--- config.mk ---
export PLATFORM = sky130hd
export DESIGN_NAME = line_edit_buffer_unit
export DESIGN_NICKNAME = d
export VERILOG_FILES = /design/src/hdl/leb_pkg.sv /design/src/hdl/leb_ctrl.sv /design/src/hdl/leb_datapath.sv /design/src/hdl/line_edit_buffer_unit.sv
export SDC_FILE = /design/constraint.sdc
export NUM_CORES = 1
export LEC_CHECK = 0
export ABC_CLOCK_PERIOD_IN_PS = 4800
export BUFFER_PORTS_ARGS = -buffer_cell sky130_fd_sc_hd__buf_2
export CAP_MARGIN = 30
export CORE_MARGIN = 5
export CORE_UTILIZATION = 57
export DETAILED_ROUTE_END_ITERATION = 7
export GPL_TIMING_DRIVEN = 0
export PLACE_DENSITY = 0.77
export SYNTH_ARGS = -nofsm -noshare
export SYNTH_HDL_FRONTEND = slang
export SYNTH_SLANG_ARGS = --single-unit
export TNS_END_PERCENT = 50
--- constraint.sdc ---
create_clock -name i_clk -period 4.8 [get_ports i_clk]
set_input_delay 0.96 -clock i_clk [delete_from_list [all_inputs] [get_ports i_clk]]
set_output_delay 0.96 -clock i_clk [all_outputs]
set_load 0.03 [all_outputs]
--- src/hdl/leb_pkg.sv ---
// Shared constants, command codes and controller/datapath interface types.
package leb_pkg;

    localparam int BUFFER_SIZE = 64;
    localparam int IDX_W       = (BUFFER_SIZE > 2) ? $clog2(BUFFER_SIZE) : 1;
    localparam int CHAR_W      = 7;
    localparam int CMD_W       = 3;

    typedef enum logic [CMD_W-1:0] {
        CMD_CHAR      = 3'd0,
        CMD_DELETE    = 3'd1,
        CMD_BACKSPACE = 3'd2,
        CMD_ENTER     = 3'd3,
        CMD_LEFT      = 3'd4,
        CMD_RIGHT     = 3'd5,
        CMD_HOME      = 3'd6,
        CMD_END       = 3'd7
    } t_cmd;

    typedef enum logic [4:0] {
        DP_NOP,
        DP_LATCH,
        DP_SETUP_INS,
        DP_RD_PREV,
        DP_WR_DN,
        DP_INS_FINAL,
        DP_SETUP_DEL,
        DP_RD_NEXT,
        DP_WR_UP,
        DP_DEL_FINAL,
        DP_CUR_DEC,
        DP_CUR_INC,
        DP_CUR_HOME,
        DP_CUR_END,
        DP_SETUP_EMIT,
        DP_RD_CUR,
        DP_EMIT,
        DP_EMIT_EMPTY
    } t_dp_op;

    typedef struct packed {
        t_cmd cmd;
        logic key_ok;
        logic cur_gt0;
        logic cur_lt_len;
        logic len_zero;
        logic ins_more;
        logic del_more;
        logic emit_last;
    } t_dp_stat;

endpackage

--- src/hdl/leb_ctrl.sv ---
// Controller state machine sequencing each key request through the datapath.
module leb_ctrl
    import leb_pkg::*;
(
    input  logic     i_clk,
    input  logic     i_rst_n,
    input  logic     start,
    output logic     busy,
    input  t_dp_stat i_stat,
    output t_dp_op   o_op
);

    typedef enum logic [8:0] {
        S_IDLE      = 9'b000000001,
        S_DECODE    = 9'b000000010,
        S_INS_CHK   = 9'b000000100,
        S_INS_WR    = 9'b000001000,
        S_DEL_START = 9'b000010000,
        S_DEL_CHK   = 9'b000100000,
        S_DEL_WR    = 9'b001000000,
        S_EMIT_RD   = 9'b010000000,
        S_EMIT_OUT  = 9'b100000000
    } t_state;

    t_state r_state, n_state;

    always_comb begin
        n_state = r_state;
        o_op    = DP_NOP;
        unique case (r_state)
            S_IDLE: begin
                if (start) begin
                    o_op    = DP_LATCH;
                    n_state = S_DECODE;
                end
            end
            S_DECODE: begin
                n_state = S_IDLE;
                unique case (i_stat.cmd)
                    CMD_CHAR: begin
                        if (i_stat.key_ok) begin
                            o_op    = DP_SETUP_INS;
                            n_state = S_INS_CHK;
                        end
                    end
                    CMD_DELETE: begin
                        if (i_stat.cur_lt_len) begin
                            n_state = S_DEL_START;
                        end
                    end
                    CMD_BACKSPACE: begin
                        if (i_stat.cur_gt0) begin
                            o_op    = DP_CUR_DEC;
                            n_state = S_DEL_START;
                        end
                    end
                    CMD_ENTER: begin
                        if (i_stat.len_zero) begin
                            o_op = DP_EMIT_EMPTY;
                        end else begin
                            o_op    = DP_SETUP_EMIT;
                            n_state = S_EMIT_RD;
                        end
                    end
                    CMD_LEFT: begin
                        if (i_stat.cur_gt0) begin
                            o_op = DP_CUR_DEC;
                        end
                    end
                    CMD_RIGHT: begin
                        if (i_stat.cur_lt_len) begin
                            o_op = DP_CUR_INC;
                        end
                    end
                    CMD_HOME: o_op = DP_CUR_HOME;
                    CMD_END:  o_op = DP_CUR_END;
                    default:  o_op = DP_NOP;
                endcase
            end
            S_INS_CHK: begin
                if (i_stat.ins_more) begin
                    o_op    = DP_RD_PREV;
                    n_state = S_INS_WR;
                end else begin
                    o_op    = DP_INS_FINAL;
                    n_state = S_IDLE;
                end
            end
            S_INS_WR: begin
                o_op    = DP_WR_DN;
                n_state = S_INS_CHK;
            end
            S_DEL_START: begin
                o_op    = DP_SETUP_DEL;
                n_state = S_DEL_CHK;
            end
            S_DEL_CHK: begin
                if (i_stat.del_more) begin
                    o_op    = DP_RD_NEXT;
                    n_state = S_DEL_WR;
                end else begin
                    o_op    = DP_DEL_FINAL;
                    n_state = S_IDLE;
                end
            end
            S_DEL_WR: begin
                o_op    = DP_WR_UP;
                n_state = S_DEL_CHK;
            end
            S_EMIT_RD: begin
                o_op    = DP_RD_CUR;
                n_state = S_EMIT_OUT;
            end
            S_EMIT_OUT: begin
                o_op    = DP_EMIT;
                n_state = i_stat.emit_last ? S_IDLE : S_EMIT_RD;
            end
            default: n_state = S_IDLE;
        endcase
    end

    always_ff @(posedge i_clk) begin
        if (!i_rst_n) begin
            r_state <= S_IDLE;
        end else begin
            r_state <= n_state;
        end
    end

    assign busy = (r_state != S_IDLE);

endmodule

--- src/hdl/leb_datapath.sv ---
// Datapath: line store, length, cursor, walk index and result registers.
module leb_datapath
    import leb_pkg::*;
(
    input  logic              i_clk,
    input  logic              i_rst_n,
    input  t_dp_op            i_op,
    input  logic [CMD_W-1:0]  i_cmd,
    input  logic [CHAR_W-1:0] i_key_char,
    output t_dp_stat          o_stat,
    output logic              o_strobe,
    output logic [CHAR_W-1:0] o_line_char,
    output logic              o_is_last,
    output logic              o_empty_line
);

    logic [CHAR_W-1:0] r_mem [BUFFER_SIZE];

    t_cmd              r_cmd, n_cmd;
    logic [CHAR_W-1:0] r_char, n_char;
    logic [IDX_W-1:0]  r_len, n_len;
    logic [IDX_W-1:0]  r_cur, n_cur;
    logic [IDX_W-1:0]  r_idx, n_idx;
    logic [CHAR_W-1:0] r_rdata;
    logic              r_strobe, n_strobe;
    logic [CHAR_W-1:0] r_line_char, n_line_char;
    logic              r_is_last, n_is_last;
    logic              r_empty, n_empty;

    logic              rd_en;
    logic [IDX_W-1:0]  rd_addr;
    logic              wr_en;
    logic [IDX_W-1:0]  wr_addr;
    logic [CHAR_W-1:0] wr_data;
    logic [IDX_W:0]    idx_p1;

    assign idx_p1 = {1'b0, r_idx} + {{IDX_W{1'b0}}, 1'b1};

    assign o_stat.cmd        = r_cmd;
    assign o_stat.key_ok     = (r_char != '0) && (r_len < IDX_W'(BUFFER_SIZE - 1));
    assign o_stat.cur_gt0    = (r_cur != '0);
    assign o_stat.cur_lt_len = (r_cur < r_len);
    assign o_stat.len_zero   = (r_len == '0);
    assign o_stat.ins_more   = (r_idx > r_cur);
    assign o_stat.del_more   = (idx_p1 < {1'b0, r_len});
    assign o_stat.emit_last  = (idx_p1 == {1'b0, r_len});

    always_comb begin
        n_cmd       = r_cmd;
        n_char      = r_char;
        n_len       = r_len;
        n_cur       = r_cur;
        n_idx       = r_idx;
        n_strobe    = 1'b0;
        n_line_char = r_line_char;
        n_is_last   = r_is_last;
        n_empty     = r_empty;
        rd_en       = 1'b0;
        rd_addr     = r_idx;
        wr_en       = 1'b0;
        wr_addr     = r_idx;
        wr_data     = r_rdata;
        unique case (i_op)
            DP_NOP: ;
            DP_LATCH: begin
                n_cmd  = t_cmd'(i_cmd);
                n_char = i_key_char;
            end
            DP_SETUP_INS: n_idx = r_len;
            DP_RD_PREV: begin
                rd_en   = 1'b1;
                rd_addr = r_idx - IDX_W'(1);
            end
            DP_WR_DN: begin
                wr_en = 1'b1;
                n_idx = r_idx - IDX_W'(1);
            end
            DP_INS_FINAL: begin
                wr_en   = 1'b1;
                wr_addr = r_cur;
                wr_data = r_char;
                n_len   = r_len + IDX_W'(1);
                n_cur   = r_cur + IDX_W'(1);
            end
            DP_SETUP_DEL: n_idx = r_cur;
            DP_RD_NEXT: begin
                rd_en   = 1'b1;
                rd_addr = idx_p1[IDX_W-1:0];
            end
            DP_WR_UP: begin
                wr_en = 1'b1;
                n_idx = idx_p1[IDX_W-1:0];
            end
            DP_DEL_FINAL:  n_len = r_len - IDX_W'(1);
            DP_CUR_DEC:    n_cur = r_cur - IDX_W'(1);
            DP_CUR_INC:    n_cur = r_cur + IDX_W'(1);
            DP_CUR_HOME:   n_cur = '0;
            DP_CUR_END:    n_cur = r_len;
            DP_SETUP_EMIT: n_idx = '0;
            DP_RD_CUR:     rd_en = 1'b1;
            DP_EMIT: begin
                n_strobe    = 1'b1;
                n_line_char = r_rdata;
                n_is_last   = o_stat.emit_last;
                n_empty     = 1'b0;
                n_idx       = idx_p1[IDX_W-1:0];
                if (o_stat.emit_last) begin
                    n_len = '0;
                    n_cur = '0;
                end
            end
            DP_EMIT_EMPTY: begin
                n_strobe    = 1'b1;
                n_line_char = '0;
                n_is_last   = 1'b1;
                n_empty     = 1'b1;
                n_len       = '0;
                n_cur       = '0;
            end
            default: ;
        endcase
    end

    always_ff @(posedge i_clk) begin
        if (wr_en) begin
            r_mem[wr_addr] <= wr_data;
        end
        if (rd_en) begin
            r_rdata <= r_mem[rd_addr];
        end
    end

    always_ff @(posedge i_clk) begin
        if (!i_rst_n) begin
            r_len    <= '0;
            r_cur    <= '0;
            r_strobe <= 1'b0;
        end else begin
            r_len    <= n_len;
            r_cur    <= n_cur;
            r_strobe <= n_strobe;
        end
        r_cmd       <= n_cmd;
        r_char      <= n_char;
        r_idx       <= n_idx;
        r_line_char <= n_line_char;
        r_is_last   <= n_is_last;
        r_empty     <= n_empty;
    end

    assign o_strobe     = r_strobe;
    assign o_line_char  = r_line_char;
    assign o_is_last    = r_is_last;
    assign o_empty_line = r_empty;

endmodule

--- src/hdl/line_edit_buffer_unit.sv ---
// Line edit buffer: cursor-based command line editor emitting the line on enter.
// Insert shifts the stored characters from the cursor onwards up by one entry, delete
// and backspace shift them down by one, and enter emits every stored character in order.
// A new request is taken only while busy is low; start is ignored while busy is high.
// Results leave with o_strobe high for one cycle; no stall.
// Synchronous active-low reset clears length, cursor and control; store undefined.
module line_edit_buffer_unit
    import leb_pkg::*;
(
    input  logic              i_clk,
    input  logic              i_rst_n,
    input  logic              start,
    output logic              busy,
    input  logic [CMD_W-1:0]  i_cmd,
    input  logic [CHAR_W-1:0] i_key_char,
    output logic              o_strobe,
    output logic [CHAR_W-1:0] o_line_char,
    output logic              o_is_last,
    output logic              o_empty_line
);

    t_dp_op   op;
    t_dp_stat stat;

    leb_ctrl u_ctrl (
        .i_clk   (i_clk),
        .i_rst_n (i_rst_n),
        .start   (start),
        .busy    (busy),
        .i_stat  (stat),
        .o_op    (op)
    );

    leb_datapath u_dp (
        .i_clk        (i_clk),
        .i_rst_n      (i_rst_n),
        .i_op         (op),
        .i_cmd        (i_cmd),
        .i_key_char   (i_key_char),
        .o_stat       (stat),
        .o_strobe     (o_strobe),
        .o_line_char  (o_line_char),
        .o_is_last    (o_is_last),
        .o_empty_line (o_empty_line)
    );

`ifndef ASSERT_OFF
    a_accept_busy: assert property (@(posedge i_clk) disable iff (!i_rst_n)
        (start && !busy) |=> busy)
        else $error("accepted request did not raise busy");

    a_last_ends: assert property (@(posedge i_clk) disable iff (!i_rst_n)
        o_strobe |-> (busy == !o_is_last))
        else $error("line emission and busy disagree");

    a_empty_form: assert property (@(posedge i_clk) disable iff (!i_rst_n)
        (o_strobe && o_empty_line) |-> (o_is_last && (o_line_char == '0)))
        else $error("malformed empty-line result");
`endif

endmodule
==> metrics.txt <==
layout filler cell count=2696; RSZ-0062 raised after global routing=yes; Max Cap Viol=0; worst slew pin tran=1.23 ns; max-slew violations=0; Worst EP required=5.02 ns; Max Fclk=202 MHz; Netlist Area Pre-Place=22900 um^2; Post-DRT Antenna Nets=0; Inserted Clock Buffers=49; Die Span Y=211 um; syn_nets=1803; Horiz. Die Dim=211 um; total grt overflow=0; Final setup viols=7; Sw Pwr=0.00180 W; WL per Instance=30.0 um; final hold vios=0; TritonCTS clock tree=built; worst hold path type=in -> reg; period utilization=1.03; I/O Pins=24; initial cell density of the core=0.577; Logic pwr share=0.022; H-tree depth=2; share of layout cells above drive strength 1=0.225; Syn Area/Cell=13.0 um^2; Final GP Congestion=1.06; area added between synthesis and finish=18.7%; peak supply drop=0.452 mV; via count=17700; crit end category=register; drt drc=2; Yosys reg bits=502; Pre-antenna DRT Iters=8; Clock Skews=0.0231 ns; final core utilization=0.685; Worst-Skew Late Latency=0.61 ns; Clock Tree Root=clkbuf_16; clock sinks=502; asr flop ratio synth=0; Arrival @ worst endpoint=5.16 ns; Switching Fraction=0.207; largest net degree at the start of global routing=49; total track usage=0.325; commonest register cell after synthesis=edfxtp_1; # rows=73; Seq/Total Area, Yosys=0.648; DR iter-0 viols=3182; failing checks=design-rule violations, negative setup slack; WS Path Type=reg -> reg; dpl cell area=24000 um^2; Clock Power Share=0.432; Post-CTS Hold Fix Bufs=0; post-DP HPWL=50000 um; Ys Warns=0; final worst slack=-0.140 ns; Worst setup SP type=register; Longest Clk Path Bufs=3; Post-Synthesis Cells=1761; total core area=39700 um^2; Reg power frac=0.546; vias in the first global route=16700; critical path fanouts, max=10; Vias/cell=7.10; first-pass GRT wire length=107000 um; synth unique cells=96; Port Buffers=23; status=finished, violations left; Power Density=320 nW/um^2; NumNets Final=1971; area of the multi-input gates=8260 um^2; slew margin rel.=0.178; Hold WS=0.548 ns; number of flops mapped to enable cells by yosys=480; cell internal pwr=0.00690 W; total routed wirelength=74700 um; Tmin final=4.94 ns; Leak Pwr=9.25 nW; Reg2Reg Setup Slack=-0.14 ns; initial antenna violation count=2; clock transition at the registers of the reported paths=0.06 ns; die area=44300 um^2; post-route cell area=27200 um^2; FF/Latch Area=14900 um^2
## per-layer routing
layer	part of all wire	GRT usage	vias to the layer above
li1	-	-	7287
met1	0.36	0.437	8496
met2	0.45	0.494	1574
met3	0.13	0.0854	339
met4	0.061	0.166	2
met5	0.00011	0	-
## stage by stage
| stage | total power (W) | worst slack, ns | TNS [ns] | std cells |
|---|---|---|---|---|
| floorplan | 0.00494 | 0.0198 | 0 | 1761 |
| global placement | 0.00499 | -1.81 | -137.85 | 2309 |
| detailed placement | 0.00499 | -1.81 | -16.94 | 2335 |
| CTS | 0.00865 | 0.00190 | 0 | 2458 |
| global route | 0.00888 | -0.182 | -3.73 | 2491 |
| finish | 0.00869 | -0.140 | -0.395 | 2492 |
## flip-flops by register name (all words and copies together) (netlist names)
name and flops:
u_dp.r_cur 6, u_dp.r_char 7, u_dp.r_rdata 7, u_dp.o_line_char 7, u_dp.r_idx 6, u_dp.o_strobe 1
u_dp.o_is_last 1, u_dp.r_len 6, u_dp.r_cmd 3, u_dp.r_mem 448, u_dp.o_empty_line 1, u_ctrl.r_state 9
## power groups by stage
stage	Sequential, W	Clock [W]	Combinational, W
2_1_floorplan	0.00484	0	0.000100
3_3_place_gp	0.00484	0	0.000151
3_5_place_dp	0.00484	0	0.000154
4_1_cts	0.00475	0.00374	0.000167
5_1_grt	0.00475	0.00393	0.000199
6_report	0.00475	0.00375	0.000193
## timing repair
item / in CTS / in global routing
endpoints found under the hold margin: 0 / 0
pin swaps: 29 / 44
gates resized for setup: 169 / 159
cloned: 1 / 1
endpoints found under the setup margin: 32 / 133
setup buffers: 35 / 30
## cell type report
type,count,share of cell area
sequential,502,0.546
multi-input combinational,1115,0.304
clock buffer,67,0.0487
timing repair buffer,119,0.0351
buffer,113,0.0300
tap,525,0.0241
clock inverter,21,0.00764
inverter,29,0.00437
antenna,1,0.0000920
## kinds of logic (layout without fill, tap and decap cells)
| group | count (synthesis) | count (layout) | synth area share |
|---|---|---|---|
| mux | 84 | 84 | 0.0444 |
| other cells | 0 | 1 | 0 |
| fa+ha+maj | 29 | 29 | 0.0165 |
| compound gates | 407 | 407 | 0.128 |
| xor+xnor | 20 | 20 | 0.00764 |
| buf+inv | 144 | 349 | 0.0266 |
| flops | 502 | 502 | 0.648 |
| simple gates | 575 | 575 | 0.129 |
## synthesized netlist by cell type, types with 10 or more instances
cell / instances / area, um^2
clkbuf_1: 76 / 285
a22oi_1: 10 / 75.1
ha_1: 27 / 338
nor3b_1: 15 / 113
and2_1: 12 / 75.1
a211o_1: 10 / 87.6
a22o_1: 10 / 87.6
a311oi_1: 10 / 87.6
o22ai_1: 12 / 75.1
nor3_1: 31 / 155
xnor2_1: 15 / 131
o31ai_1: 10 / 75.1
a21oi_1: 75 / 375
nand3_1: 67 / 335
mux4_2: 13 / 293
nand2_1: 155 / 582
edfxtp_1: 480 / 14400
inv_1: 28 / 105
a211oi_1: 91 / 683
mux2i_1: 63 / 631
dfxtp_1: 22 / 440
and3_1: 76 / 475
o21ai_0: 50 / 250
nand4_1: 34 / 213
nor2_1: 120 / 450
buf_2: 22 / 110
o211ai_1: 17 / 128
## cell usage in the layout, fill, tap and decap left out, drive strengths merged, types with 22 or more instances in the layout
cell type,count
dfxtp,22
nor3,33
nor2,122
nand4,35
clkbuf,133
and3,76
a21oi,75
a211oi,91
buf,166
nand2,159
o21ai,53
edfxtp,480
mux2i,63
nand3,67
ha,27
inv,30
## critical path, stage by stage (launching register included)
cell and delay, ns:
edfxtp_1 0.40, buf_6 0.14, inv_4 0.04, buf_8 0.11
nor3_4 0.19, xnor2_2 0.17, ha_1 0.31, nand3_2 0.11
a21oi_4 0.05, or4b_4 0.58, and2_4 0.18, and4_4 0.20
buf_8 0.16, o21ai_4 0.27, nand2_4 0.12, buf_4 0.22
a211oi_1 0.26, a211oi_1 0.14, o41ai_4 0.51, nand4_1 0.38
## path summary, 6_finish.rpt
kind | depth (start not counted) | start | to
hold / removal | 1 | i_key_char[2] | u_dp.r_char[2]
setup reg to reg | 19 | u_dp.r_idx[0] | u_dp.r_rdata[0]
setup / recovery | 19 | u_dp.r_idx[0] | u_dp.r_rdata[0]
hold reg to reg | 1 | u_dp.r_rdata[2] | u_dp.o_line_char[2]
No activity file was read; power rests on OpenSTA's default activity.
